**config.mk**
```make
export PLATFORM = sky130hd
export DESIGN_NAME = dhcp_option_parser_top
export DESIGN_NICKNAME = d
export VERILOG_FILES = /design/src/rtl/core/dop_pkg.sv /design/src/rtl/core/dop_walker.sv /design/src/rtl/core/dhcp_option_parser_top.sv
export SDC_FILE = /design/constraint.sdc
export NUM_CORES = 1
export LEC_CHECK = 0
export ABC_AREA = 1
export BUFFER_PORTS_ARGS = -buffer_cell sky130_fd_sc_hd__buf_2
export CORE_MARGIN = 2
export CORE_UTILIZATION = 59
export CTS_CLUSTER_DIAMETER = 200
export DETAILED_ROUTE_END_ITERATION = 8
export PLACE_DENSITY = 0.81
export RECOVER_POWER = 25
export SYNTH_ARGS = -nofsm -noshare
export SYNTH_HDL_FRONTEND = slang
export SYNTH_HIERARCHICAL = 1
export SYNTH_SLANG_ARGS = --single-unit
```
**constraint.sdc**
```tcl
create_clock -name clock -period 11.3 [get_ports clock]
set_input_delay 2.26 -clock clock [delete_from_list [all_inputs] [get_ports clock]]
set_output_delay 2.26 -clock clock [all_outputs]
set_load 0.005 [all_outputs]
```
**src/rtl/core/dop_pkg.sv**
```systemverilog
// Shared types and constants for the DHCP options parser.
`timescale 1ns / 1ps
`default_nettype none

package dop_pkg;

   // Walk position within one code-length-value entry.
   typedef enum logic [1:0] {
      PH_CODE  = 2'd0,
      PH_LEN   = 2'd1,
      PH_VALUE = 2'd2,
      PH_DONE  = 2'd3
   } phase_type;

   localparam logic [7:0] CODE_PAD    = 8'd0;
   localparam logic [7:0] CODE_MASK   = 8'd1;
   localparam logic [7:0] CODE_ROUTER = 8'd3;
   localparam logic [7:0] CODE_TYPE   = 8'd53;
   localparam logic [7:0] CODE_SERVER = 8'd54;
   localparam logic [7:0] CODE_END    = 8'd255;

   // Bit positions in the found-flag vector.
   localparam int FLAG_TYPE   = 0;
   localparam int FLAG_MASK   = 1;
   localparam int FLAG_ROUTER = 2;
   localparam int FLAG_SERVER = 3;

   // Number of value bytes that make up a four-byte option value.
   localparam logic [2:0] VALUE_BYTES = 3'd4;

   localparam int RSP_DATA_W = 112;

   // One parse result, handed from the walker to the output register.
   typedef struct packed {
      logic        emit;
      logic [7:0]  message_type;
      logic [31:0] subnet_mask;
      logic [31:0] router_addr;
      logic [31:0] server_ident;
      logic [3:0]  found;
      logic        truncated;
   } result_type;

endpackage

`default_nettype wire

```
**src/rtl/core/dop_walker.sv**
```systemverilog
// Code-length-value walker holding the parse state and the captured option values.
`timescale 1ns / 1ps
`default_nettype none

module dop_walker
   import dop_pkg::*;
(
   input  wire logic       clock,
   input  wire logic       reset,
   input  wire logic       step,
   input  wire logic [7:0] opt_byte,
   input  wire logic       first_byte,
   input  wire logic       last_byte,
   output result_type      result
);

   phase_type   phase_ff,  phase_in;
   logic [7:0]  code_ff,   code_in;
   logic [7:0]  left_ff,   left_in;
   logic [2:0]  index_ff,  index_in;
   logic [31:0] acc_ff,    acc_in;
   logic [7:0]  type_ff,   type_in;
   logic [31:0] mask_ff,   mask_in;
   logic [31:0] router_ff, router_in;
   logic [31:0] server_ff, server_in;
   logic [3:0]  found_ff,  found_in;
   logic        emit;
   logic        trunc;
   logic        walked;

   always_comb begin
      phase_in  = phase_ff;
      code_in   = code_ff;
      left_in   = left_ff;
      index_in  = index_ff;
      acc_in    = acc_ff;
      type_in   = type_ff;
      mask_in   = mask_ff;
      router_in = router_ff;
      server_in = server_ff;
      found_in  = found_ff;
      emit      = 1'b0;
      trunc     = 1'b0;
      walked    = 1'b0;

      // The first byte of a buffer restarts the walk from a clean slate.
      if (first_byte) begin
         phase_in  = PH_CODE;
         code_in   = '0;
         left_in   = '0;
         index_in  = '0;
         acc_in    = '0;
         type_in   = '0;
         mask_in   = '0;
         router_in = '0;
         server_in = '0;
         found_in  = '0;
      end

      case (phase_in)
         PH_CODE: begin
            if (opt_byte == CODE_END) begin
               phase_in = PH_DONE;
               emit     = 1'b1;
            end else begin
               walked = 1'b1;
               if (opt_byte != CODE_PAD) begin
                  code_in  = opt_byte;
                  phase_in = PH_LEN;
               end
            end
         end
         PH_LEN: begin
            walked   = 1'b1;
            left_in  = opt_byte;
            index_in = '0;
            acc_in   = '0;
            phase_in = (opt_byte == 8'd0) ? PH_CODE : PH_VALUE;
         end
         PH_VALUE: begin
            walked = 1'b1;
            if (index_in == 3'd0 && code_in == CODE_TYPE) begin
               type_in             = opt_byte;
               found_in[FLAG_TYPE] = 1'b1;
            end
            // Only the first four value bytes form the value; the rest are skipped.
            if (index_in < VALUE_BYTES) begin
               acc_in   = {acc_in[23:0], opt_byte};
               index_in = index_in + 3'd1;
               if (index_in == VALUE_BYTES) begin
                  if (code_in == CODE_MASK) begin
                     mask_in             = acc_in;
                     found_in[FLAG_MASK] = 1'b1;
                  end else if (code_in == CODE_ROUTER) begin
                     router_in             = acc_in;
                     found_in[FLAG_ROUTER] = 1'b1;
                  end else if (code_in == CODE_SERVER) begin
                     server_in             = acc_in;
                     found_in[FLAG_SERVER] = 1'b1;
                  end
               end
            end
            left_in = left_in - 8'd1;
            if (left_in == 8'd0) begin
               phase_in = PH_CODE;
            end
         end
         default: begin
            // Parse finished: bytes are ignored until the next first byte.
         end
      endcase

      if (walked && last_byte) begin
         phase_in = PH_DONE;
         emit     = 1'b1;
         trunc    = 1'b1;
      end
   end

   always_ff @(posedge clock) begin
      if (reset) begin
         phase_ff  <= PH_CODE;
         code_ff   <= '0;
         left_ff   <= '0;
         index_ff  <= '0;
         acc_ff    <= '0;
         type_ff   <= '0;
         mask_ff   <= '0;
         router_ff <= '0;
         server_ff <= '0;
         found_ff  <= '0;
      end else if (step) begin
         phase_ff  <= phase_in;
         code_ff   <= code_in;
         left_ff   <= left_in;
         index_ff  <= index_in;
         acc_ff    <= acc_in;
         type_ff   <= type_in;
         mask_ff   <= mask_in;
         router_ff <= router_in;
         server_ff <= server_in;
         found_ff  <= found_in;
      end
   end

   always_comb begin
      result.emit         = emit;
      result.message_type = type_in;
      result.subnet_mask  = mask_in;
      result.router_addr  = router_in;
      result.server_ident = server_in;
      result.found        = found_in;
      result.truncated    = trunc;
   end

endmodule

`default_nettype wire

```
**src/rtl/core/dhcp_option_parser_top.sv**
```systemverilog
// Top level of the DHCP options parser: input channel, walker and result register.
`timescale 1ns / 1ps
`default_nettype none

// DHCP options parser.
// The req channel carries the options area of a DHCP message, one byte per item:
// req_tdata holds the byte, req_tuser marks the first byte of a buffer (it clears
// every captured value and restarts the walk) and req_tlast marks the last byte.
// The walker follows code-length-value entries, skipping pad bytes and unknown
// codes, and captures message type, subnet mask, router and server identifier.
// One item leaves on the rsp channel when the end code arrives, or at the last
// byte of the buffer when no end code came first; then the truncated bit is set.
// Bytes after the end code are ignored until a new first byte arrives.
// Throughput is one byte per cycle while no stalled result holds up the input: the
// state update for a byte is a single pass through the walker logic, done in the
// cycle the byte is accepted. The result appears on rsp in the cycle after the
// byte that produced it was accepted, from the result register.
// A stalled receiver only holds up the input while a result waits in that
// register; bytes that produce no result still need that register to be free.
// Reset is synchronous and active high; it returns the walker to expect a code
// with every captured value and found flag cleared, and empties the result register.

module dhcp_option_parser_top
   import dop_pkg::*;
(
   input  wire logic                  clock,
   input  wire logic                  reset,
   input  wire logic                  req_tvalid,
   output      logic                  req_tready,
   input  wire logic [7:0]            req_tdata,  // [7:0] opt_byte
   input  wire logic                  req_tuser,  // [0] first_byte
   input  wire logic                  req_tlast,  // last_byte
   output      logic                  rsp_tvalid,
   input  wire logic                  rsp_tready,
   // [7:0] message_type, [39:8] subnet_mask, [71:40] router_addr,
   // [103:72] server_ident, [104] type_found, [105] mask_found,
   // [106] router_found, [107] server_found, [108] truncated, [111:109] zero
   output      logic [RSP_DATA_W-1:0] rsp_tdata
);

   result_type            result;
   logic                  req_accept;
   logic                  rsp_valid_ff, rsp_valid_in;
   logic [RSP_DATA_W-1:0] rsp_data_ff,  rsp_data_in;

   // The result register is the only thing that can hold up the input.
   assign req_tready = !rsp_valid_ff || rsp_tready;
   assign req_accept = req_tvalid && req_tready;

   dop_walker u_walker (
      .clock      (clock),
      .reset      (reset),
      .step       (req_accept),
      .opt_byte   (req_tdata),
      .first_byte (req_tuser),
      .last_byte  (req_tlast),
      .result     (result)
   );

   always_comb begin
      rsp_valid_in = rsp_valid_ff;
      rsp_data_in  = rsp_data_ff;
      if (rsp_valid_ff && rsp_tready) begin
         rsp_valid_in = 1'b0;
      end
      if (req_accept && result.emit) begin
         rsp_valid_in = 1'b1;
         rsp_data_in  = {3'b000,
                         result.truncated,
                         result.found[FLAG_SERVER],
                         result.found[FLAG_ROUTER],
                         result.found[FLAG_MASK],
                         result.found[FLAG_TYPE],
                         result.server_ident,
                         result.router_addr,
                         result.subnet_mask,
                         result.message_type};
      end
   end

   always_ff @(posedge clock) begin
      if (reset) begin
         rsp_valid_ff <= 1'b0;
      end else begin
         rsp_valid_ff <= rsp_valid_in;
      end
   end

   always_ff @(posedge clock) begin
      rsp_data_ff <= rsp_data_in;
   end

   assign rsp_tvalid = rsp_valid_ff;
   assign rsp_tdata  = rsp_data_ff;

   // A waiting result that is not taken must block the input.
   a_no_overwrite: assert property (@(posedge clock) disable iff (reset)
      (rsp_valid_ff && !rsp_tready) |-> !req_tready)
      else $error("input accepted while a result was stalled");

   // A byte that finishes a parse shows its result in the next cycle.
   a_result_follows: assert property (@(posedge clock) disable iff (reset)
      (req_accept && result.emit) |=> rsp_valid_ff)
      else $error("finished parse gave no result");

   // A byte that finishes nothing leaves the result register empty.
   a_no_spurious: assert property (@(posedge clock) disable iff (reset)
      (req_accept && !result.emit) |=> !rsp_valid_ff)
      else $error("result appeared without a finishing byte");

endmodule

`default_nettype wire
```
==> results.md, run 1 <==
- I/O pins: 128
- Worst Max-Slew Pin Slew: 2.33 ns
- Fin crit share: 0.681
- Critical-path maximum fanout: 101
- H-tree lvl count: 1
- Pwr/cell area: 161 mW/mm2
- Post-synthesis mux area share: 0
- Fill cell count: 1,680
- Remaining antenna violation count: 0
- Die footprint: 0.0214 mm2
- CTS Hold Bufs: 0
- R2R Path End: rsp_tdata[79]$_DFFE_PP_
- I/O Buffers: 124
- CTS max path bufs: 3
- Rel. slew slack: -0.551
- Worst Hold Class: reg -> reg
- CTS buffer count: 26
- Detailed-route vias per instance: 5.51
- Pin count of the biggest net entering global routing: 110
- Reg-to-Reg Start: u_walker/phase_ff[0]$_SDFFE_PP0P_
- Crit end category: flip-flop
- Largest area contributor in the synthesized netlist: edfxtp_1
- Syn Inst Count: 1,446
- CP Class: in -> reg
- Fmax: 0.130 GHz
- Post-Syn Area: 0.0119 mm2
- Fin nets: 1,539
- Crit-path max cell delay: 1.64 ns
- Post-synthesis adder-cell area fraction: 0.0105
- Post-synth EDFFs: 109
- Total track usage: 0.250
- Top post-synthesis cells by count: nor2_1, nand2_1, inv_1, dfxtp_1, nand3_1
- Share of the synthesized area in the top cell type: 0.274
- Most used cell, CP: inv_1
- WL/cell: 15.5 um
- Setup Viol. Count Final: 0
- Final setup margin: 3.60 ns
- FFs w/ async S/R, synth: 0
- CP endpoint: u_walker/server_ff[25]$_SDFFE_PP0P_
- DR vias: 9,944
- Hpwl dp: 16,900 um
- Largest family of logic cells by synthesized area: simple AND/OR/NAND/NOR gates
- Max-slew violations: 49
- Final instance area: 0.0133 mm2
- Initial antenna violation count: 0
- GPL Wtd Cong: 0.907
- Sequential area share after synthesis: 0.532
- Share of cells above drive strength 1: 0.129
- Final worst path period need: 7.70 ns
- Clock-pin transition on the worst setup and hold timing paths: 0.06 ns
- Main flop type after synthesis: dfxtp_1
- DP Worst Slack: 4.72 ns
- Vias in the first global route: 8,966
- Worst clock skew: 0.0126 ns
- Leak pwr: 0.00589 uW
- Worst-path cell chain: buf_2 -> clkbuf_1 -> clkinv_2 -> buf_4 -> nand2_1 -> inv_1 -> ha_1 -> inv_1 -> ha_1 -> nand2_1 -> inv_1 -> nand4_1 -> nor2_1 -> nand2_1 -> nor2_2 -> inv_2 -> nand3_1 -> o21ai_2 -> o21ai_0 -> inv_1
- Synth area leaders: edfxtp_1, dfxtp_1, nor2_1
- CTS Sinks: 263
- Die Wd: 146 um
- Number of distinct library cells after synthesis: 39
- Compound-gate portion of the synthesized area: 0.169
- Antenna cells: 0
- Sequential Area: 0.00636 mm2
- Post-Synth Simple-Gate Area: 0.186
- Endpoints failing hold: 0
- Row count: 52
- WP data required: 11.76 ns
- Synth Area per Inst: 8.26 um2
- Max-Cap Viols: 1
- Synth Area in XOR/XNOR: 0
- R2r worst-path depth: 10
- Die Span Y: 146 um
- WHS: 0.462 ns
- DRT Pass-1 Iters: 7
- Post-CTS Setup Inserts: 0
- DRC errors left: 0
- PostCTS Resize Cnt: 0
- Overall power: 2150 uW
- Top-count cell post-synth: nor2_1
- Core area: 0.0200 mm2
- Outcome: finished with violations
- First DRT Iteration DRCs: 1,143
- Peak VDD IR: 0.0917 mV
- Arrival @ worst endpoint: 8.16 ns
- RSZ-0062 raised after global routing: no
- Total routed wirelength: 27,900 um
- GR Overflow Total: 0
- Crit path launch type: primary input
- Root buf cell: clkbuf_16
- Slowest-stage cell, CP: clkbuf_1
- Area of the multi-input gates: 0.00440 mm2
- Failing checks: capacitance limit, slew limit
- Area after DPL: 0.0125 mm2
- Clk Latency, worst-skew pair: 0.53 ns
- Synth warn: 6
- CTS tree: done
- Reg2reg setup slack: 7.67 ns
- Post-route setup TNS: 0 ns
- Initial Util: 0.596
- Seq cells post-synth: 263
- Area Overhead vs Synth: 11.6%
- Crit. Startpoint: req_tuser
- First-pass GRT wire length: 44,700 um
-- kinds of logic (layout without fill, tap and decap cells) --
kind of cell / Yosys count / count (layout)
AND/OR/NAND/NOR: 530 / 530
AO/OA/AOI/OAI: 349 / 349
buffers and inverters: 293 / 380
flip-flops: 263 / 263
adder cells (fa/ha/maj): 10 / 10
other: 1 / 3
-- report_power, final --
| group | internal, uW | switching [uW] |
|---|---|---|
| Combinational | 69.7 | 153 |
| Clock | 501 | 349 |
| Sequential | 1050 | 23.6 |
| Total | 1620 | 526 |
-- worst max-delay path: cells and delay by family --
| kind | cells | cell delay [ns] |
|---|---|---|
| adders and majority gates | 2 | 0.43 |
| and+or+nand+nor | 7 | 0.89 |
| buffers and inverters | 9 | 4.26 |
| AOI/OAI and AO/OA | 2 | 0.24 |
-- worst min-delay path by stage --
| stage | startpoint | end | cells past startpoint |
|---|---|---|---|
| after floorplan | u_walker/code_ff[7]$_SDFFE_PP0P_ | u_walker/code_ff[7]$_SDFFE_PP0P_ | 2 |
| after global placement | u_walker/acc_ff[0]$_SDFFE_PP0P_ | u_walker/acc_ff[0]$_SDFFE_PP0P_ | 2 |
| after detailed placement | u_walker/acc_ff[23]$_SDFFE_PP0P_ | u_walker/acc_ff[23]$_SDFFE_PP0P_ | 2 |
| after global routing | u_walker/acc_ff[2]$_SDFFE_PP0P_ | u_walker/acc_ff[2]$_SDFFE_PP0P_ | 2 |
| after CTS | u_walker/acc_ff[23]$_SDFFE_PP0P_ | u_walker/acc_ff[23]$_SDFFE_PP0P_ | 2 |
| final | u_walker/acc_ff[11]$_SDFFE_PP0P_ | u_walker/acc_ff[11]$_SDFFE_PP0P_ | 2 |
-- cells in the final DEF, fill, tap and decap left out, types with 4 or more instances in the layout --
cell       count
nor2_1       200
nand2_1      194
inv_1        189
dfxtp_1      154
nand3_1      111
edfxtp_1     109
o21ai_0       94
o21ai_1       91
buf_2         80
a21oi_1       76
clkbuf_1      52
o21ai_2       49
clkbuf_16     28
buf_4         11
ha_1          10
o211ai_1       9
o22ai_1        8
a211oi_1       7
a41oi_1        7
clkinv_2       5
nand2_2        4
inv_2          4
clkbuf_8       4
clkinv_1       4
nor3_1         4
nor2_2         4
-- final cells by class --
cell class,instances,area share
sequential,263,0.477
multi-input combinational,892,0.330
clock buffer,42,0.0595
inverter,197,0.0556
timing repair buffer,135,0.0486
tap,270,0.0253
clock inverter,6,0.00394
-- stage by stage --
stage	cells	util
final	1805	0.665
after global routing	1805	0.665
after CTS	1805	0.668
after detailed placement	1757	0.626
after global placement	1757	0.626
after floorplan	1448	-
-- state kept, by name, indices dropped and copies added (netlist names), 2 cells and up --
register / count
u_walker/mask_ff: 32
u_walker/router_ff: 32
u_walker/index_ff: 3
u_walker/server_ff: 32
u_walker/type_ff: 8
rsp_tdata: 109
u_walker/left_ff: 8
u_walker/found_ff: 4
u_walker/code_ff: 8
u_walker/phase_ff: 2
u_walker/acc_ff: 24
-- per-layer routing --
| layer | track usage | wire (um) | up-vias |
|---|---|---|---|
| met5 | 0 | 0 | - |
| li1 | - | - | 4887 |
| met1 | 0.365 | 12300 | 4611 |
| met3 | 0.0388 | 2410 | 44 |
| met2 | 0.392 | 12700 | 402 |
| met4 | 0.0665 | 500 | 0 |
(Power assumes the default switching activity.)
==> inputs of run 2 (changes only) <==
--- a/config.mk
+++ b/config.mk
@@ -8,10 +8,10 @@
 export ABC_AREA = 1
 export BUFFER_PORTS_ARGS = -buffer_cell sky130_fd_sc_hd__buf_2
 export CORE_MARGIN = 2
-export CORE_UTILIZATION = 59
+export CORE_UTILIZATION = 53
 export CTS_CLUSTER_DIAMETER = 200
 export DETAILED_ROUTE_END_ITERATION = 8
-export PLACE_DENSITY = 0.81
+export PLACE_DENSITY = 0.77
 export RECOVER_POWER = 25
 export SYNTH_ARGS = -nofsm -noshare
 export SYNTH_HDL_FRONTEND = slang
==> constraint.sdc (replaced) <==
create_clock -name clock -period 7 [get_ports clock]
set_input_delay 1.4 -clock clock [delete_from_list [all_inputs] [get_ports clock]]
set_output_delay 1.4 -clock clock [all_outputs]
set_load 0.005 [all_outputs]
==> run 2 against run 1 <==
Compared with the run above: the run now ends clean; count of clock-buffer cells in the layout decreased by 12; die area increased by 11%; sequential power increased by 62%; combinational power increased by 63%; routed wire length increased by 3.3%; utilization decreased by 5.2 points; critical path depth decreased by 2; clock skew increased by 0.0029 ns; flip-flop and latch count unchanged; cell area increased by 1.0%; critical path type unchanged; largest cell class unchanged; largest power group unchanged.
==> results.md, run 2 (synthesized netlist as in run 1, its figures left out) <==
- Clk Latency, worst-skew pair: 0.54 ns
- CTS tree: done
- CTS max path bufs: 3
- Core area: 0.0220 mm2
- Max-Cap Viols: 0
- Leak pwr: 0.00593 uW
- Total track usage: 0.235
- CTS Sinks: 263
- Die Wd: 154 um
- Final instance area: 0.0135 mm2
- CTS Hold Bufs: 0
- Pwr/cell area: 267 mW/mm2
- Remaining antenna violation count: 0
- Peak VDD IR: 0.158 mV
- Antenna cells: 0
- Initial Util: 0.544
- RSZ-0062 raised after global routing: no
- Total routed wirelength: 28,800 um
- Row count: 54
- Fmax: 0.212 GHz
- Post-route setup TNS: 0 ns
- First DRT Iteration DRCs: 1,058
- Worst clock skew: 0.0155 ns
- GR Overflow Total: 0
- Arrival @ worst endpoint: 5.21 ns
- Fin crit share: 0.675
- I/O pins: 128
- Critical-path maximum fanout: 50
- Setup Viol. Count Final: 0
- Vias in the first global route: 9,029
- Rel. slew slack: 0.174
- Root buf cell: clkbuf_16
- Largest register FFs: 109
- Crit end category: flip-flop
- Area after DPL: 0.0126 mm2
- Worst Max-Slew Pin Slew: 1.24 ns
- WP data required: 7.49 ns
- Leading cell types in the layout, fill and taps excluded: nor2_1, nand2_1, inv_1, dfxtp_1, nand3_1
- WL/cell: 15.8 um
- Endpoints failing hold: 0
- Hpwl dp: 17,400 um
- Die footprint: 0.0238 mm2
- DR vias: 9,973
- DRC errors left: 0
- Outcome: completed
- H-tree lvl count: 1
- Cells on Worst Hold Path: 2
- CP Class: in -> reg
- R2r worst-path depth: 13
- First-pass GRT wire length: 45,900 um
- Initial antenna violation count: 0
- Fin nets: 1,543
- Worst Hold Class: reg -> reg
- Post-CTS Setup Inserts: 0
- Die Span Y: 154 um
- PostCTS Resize Cnt: 0
- Share of cells above drive strength 1: 0.137
- Clock-pin transition on the worst setup and hold timing paths: 0.06 ns
- Max-slew violations: 0
- Final worst path period need: 4.73 ns
- Area Overhead vs Synth: 12.8%
- Pin count of the biggest net entering global routing: 110
- I/O Buffers: 124
- CTS buffer count: 28
- Detailed-route vias per instance: 5.48
- DRT Pass-1 Iters: 6
- GPL Wtd Cong: 0.893
- Most common cell after layout, fill and taps aside: nor2_1
- Crit path launch type: primary input
[run 2: changes by cell type in the layout (fill, tap and decap cells not counted), sizes merged]
cell / change
clkinv: +8
clkbuf: -8
buf: -2
bufinv: +2
clkinvlp: +6
[run 2: per-stage QoR]
| step | util | cells | setup slack (ns) | total power [uW] | hold WS (ns) |
|---|---|---|---|---|---|
| 3_5_place_dp | 0.573 | 1769 | 2.08 | 2120 | 0.455 |
| 5_1_grt | 0.614 | 1821 | 1.95 | 3730 | 0.480 |
| 6_report | 0.614 | 1821 | 2.27 | 3590 | 0.465 |
| 4_1_cts | 0.616 | 1821 | 2.62 | 3610 | 0.465 |
| 2_1_floorplan | - | 1448 | 0.803 | 2020 | 0.441 |
| 3_3_place_gp | 0.573 | 1769 | 2.22 | 2110 | 0.451 |
[run 2: path summary, 6_finish.rpt]
check	start	end	slack, ns
max	req_tuser	u_walker/mask_ff[26]$_SDFFE_PP0P_	2.27
min	u_walker/phase_ff[0]$_SDFFE_PP0P_	u_walker/phase_ff[0]$_SDFFE_PP0P_	0.46
max reg2reg	u_walker/phase_ff[1]$_SDFFE_PP0P_	u_walker/mask_ff[26]$_SDFFE_PP0P_	3.82
min reg2reg	u_walker/phase_ff[0]$_SDFFE_PP0P_	u_walker/phase_ff[0]$_SDFFE_PP0P_	0.46
[run 2: final cells by class]
type                       instances  area [um2]
clock buffer                      30         739
clock inverter                    22         205
fill                            1886        8490
inverter                         197         742
multi-input combinational        892        4400
sequential                       263        6360
tap                              280         350
timing repair buffer             137         676
[run 2: report_power, final]
part | switching, uW | leakage (uW) | internal (uW)
registers | 38.7 | 0.00229 | 1700
logic | 248 | 0.00319 | 113
clock network | 619 | 0.000458 | 877
total | 905 | 0.00593 | 2690
[run 2: critical path, cell delays in order]
cell	delay, ns
clkbuf_1	0.13
clkinvlp_2	0.49
buf_4	0.49
nand2_1	0.17
inv_1	0.09
ha_1	0.19
inv_1	0.05
ha_1	0.22
nand2_1	0.09
inv_1	0.07
nand2_1	0.13
nor2_1	0.07
nand2_2	0.79
buf_4	0.38
nand3_1	0.09
o21ai_1	0.15
o21ai_1	0.09
inv_1	0.07
[run 2: metal layers]
metal | wire (um) | global-route usage
met3 | 2540 | 0.0380
met1 | 12700 | 0.341
met2 | 12900 | 0.362
met4 | 650 | 0.0721
met5 | 0 | 0
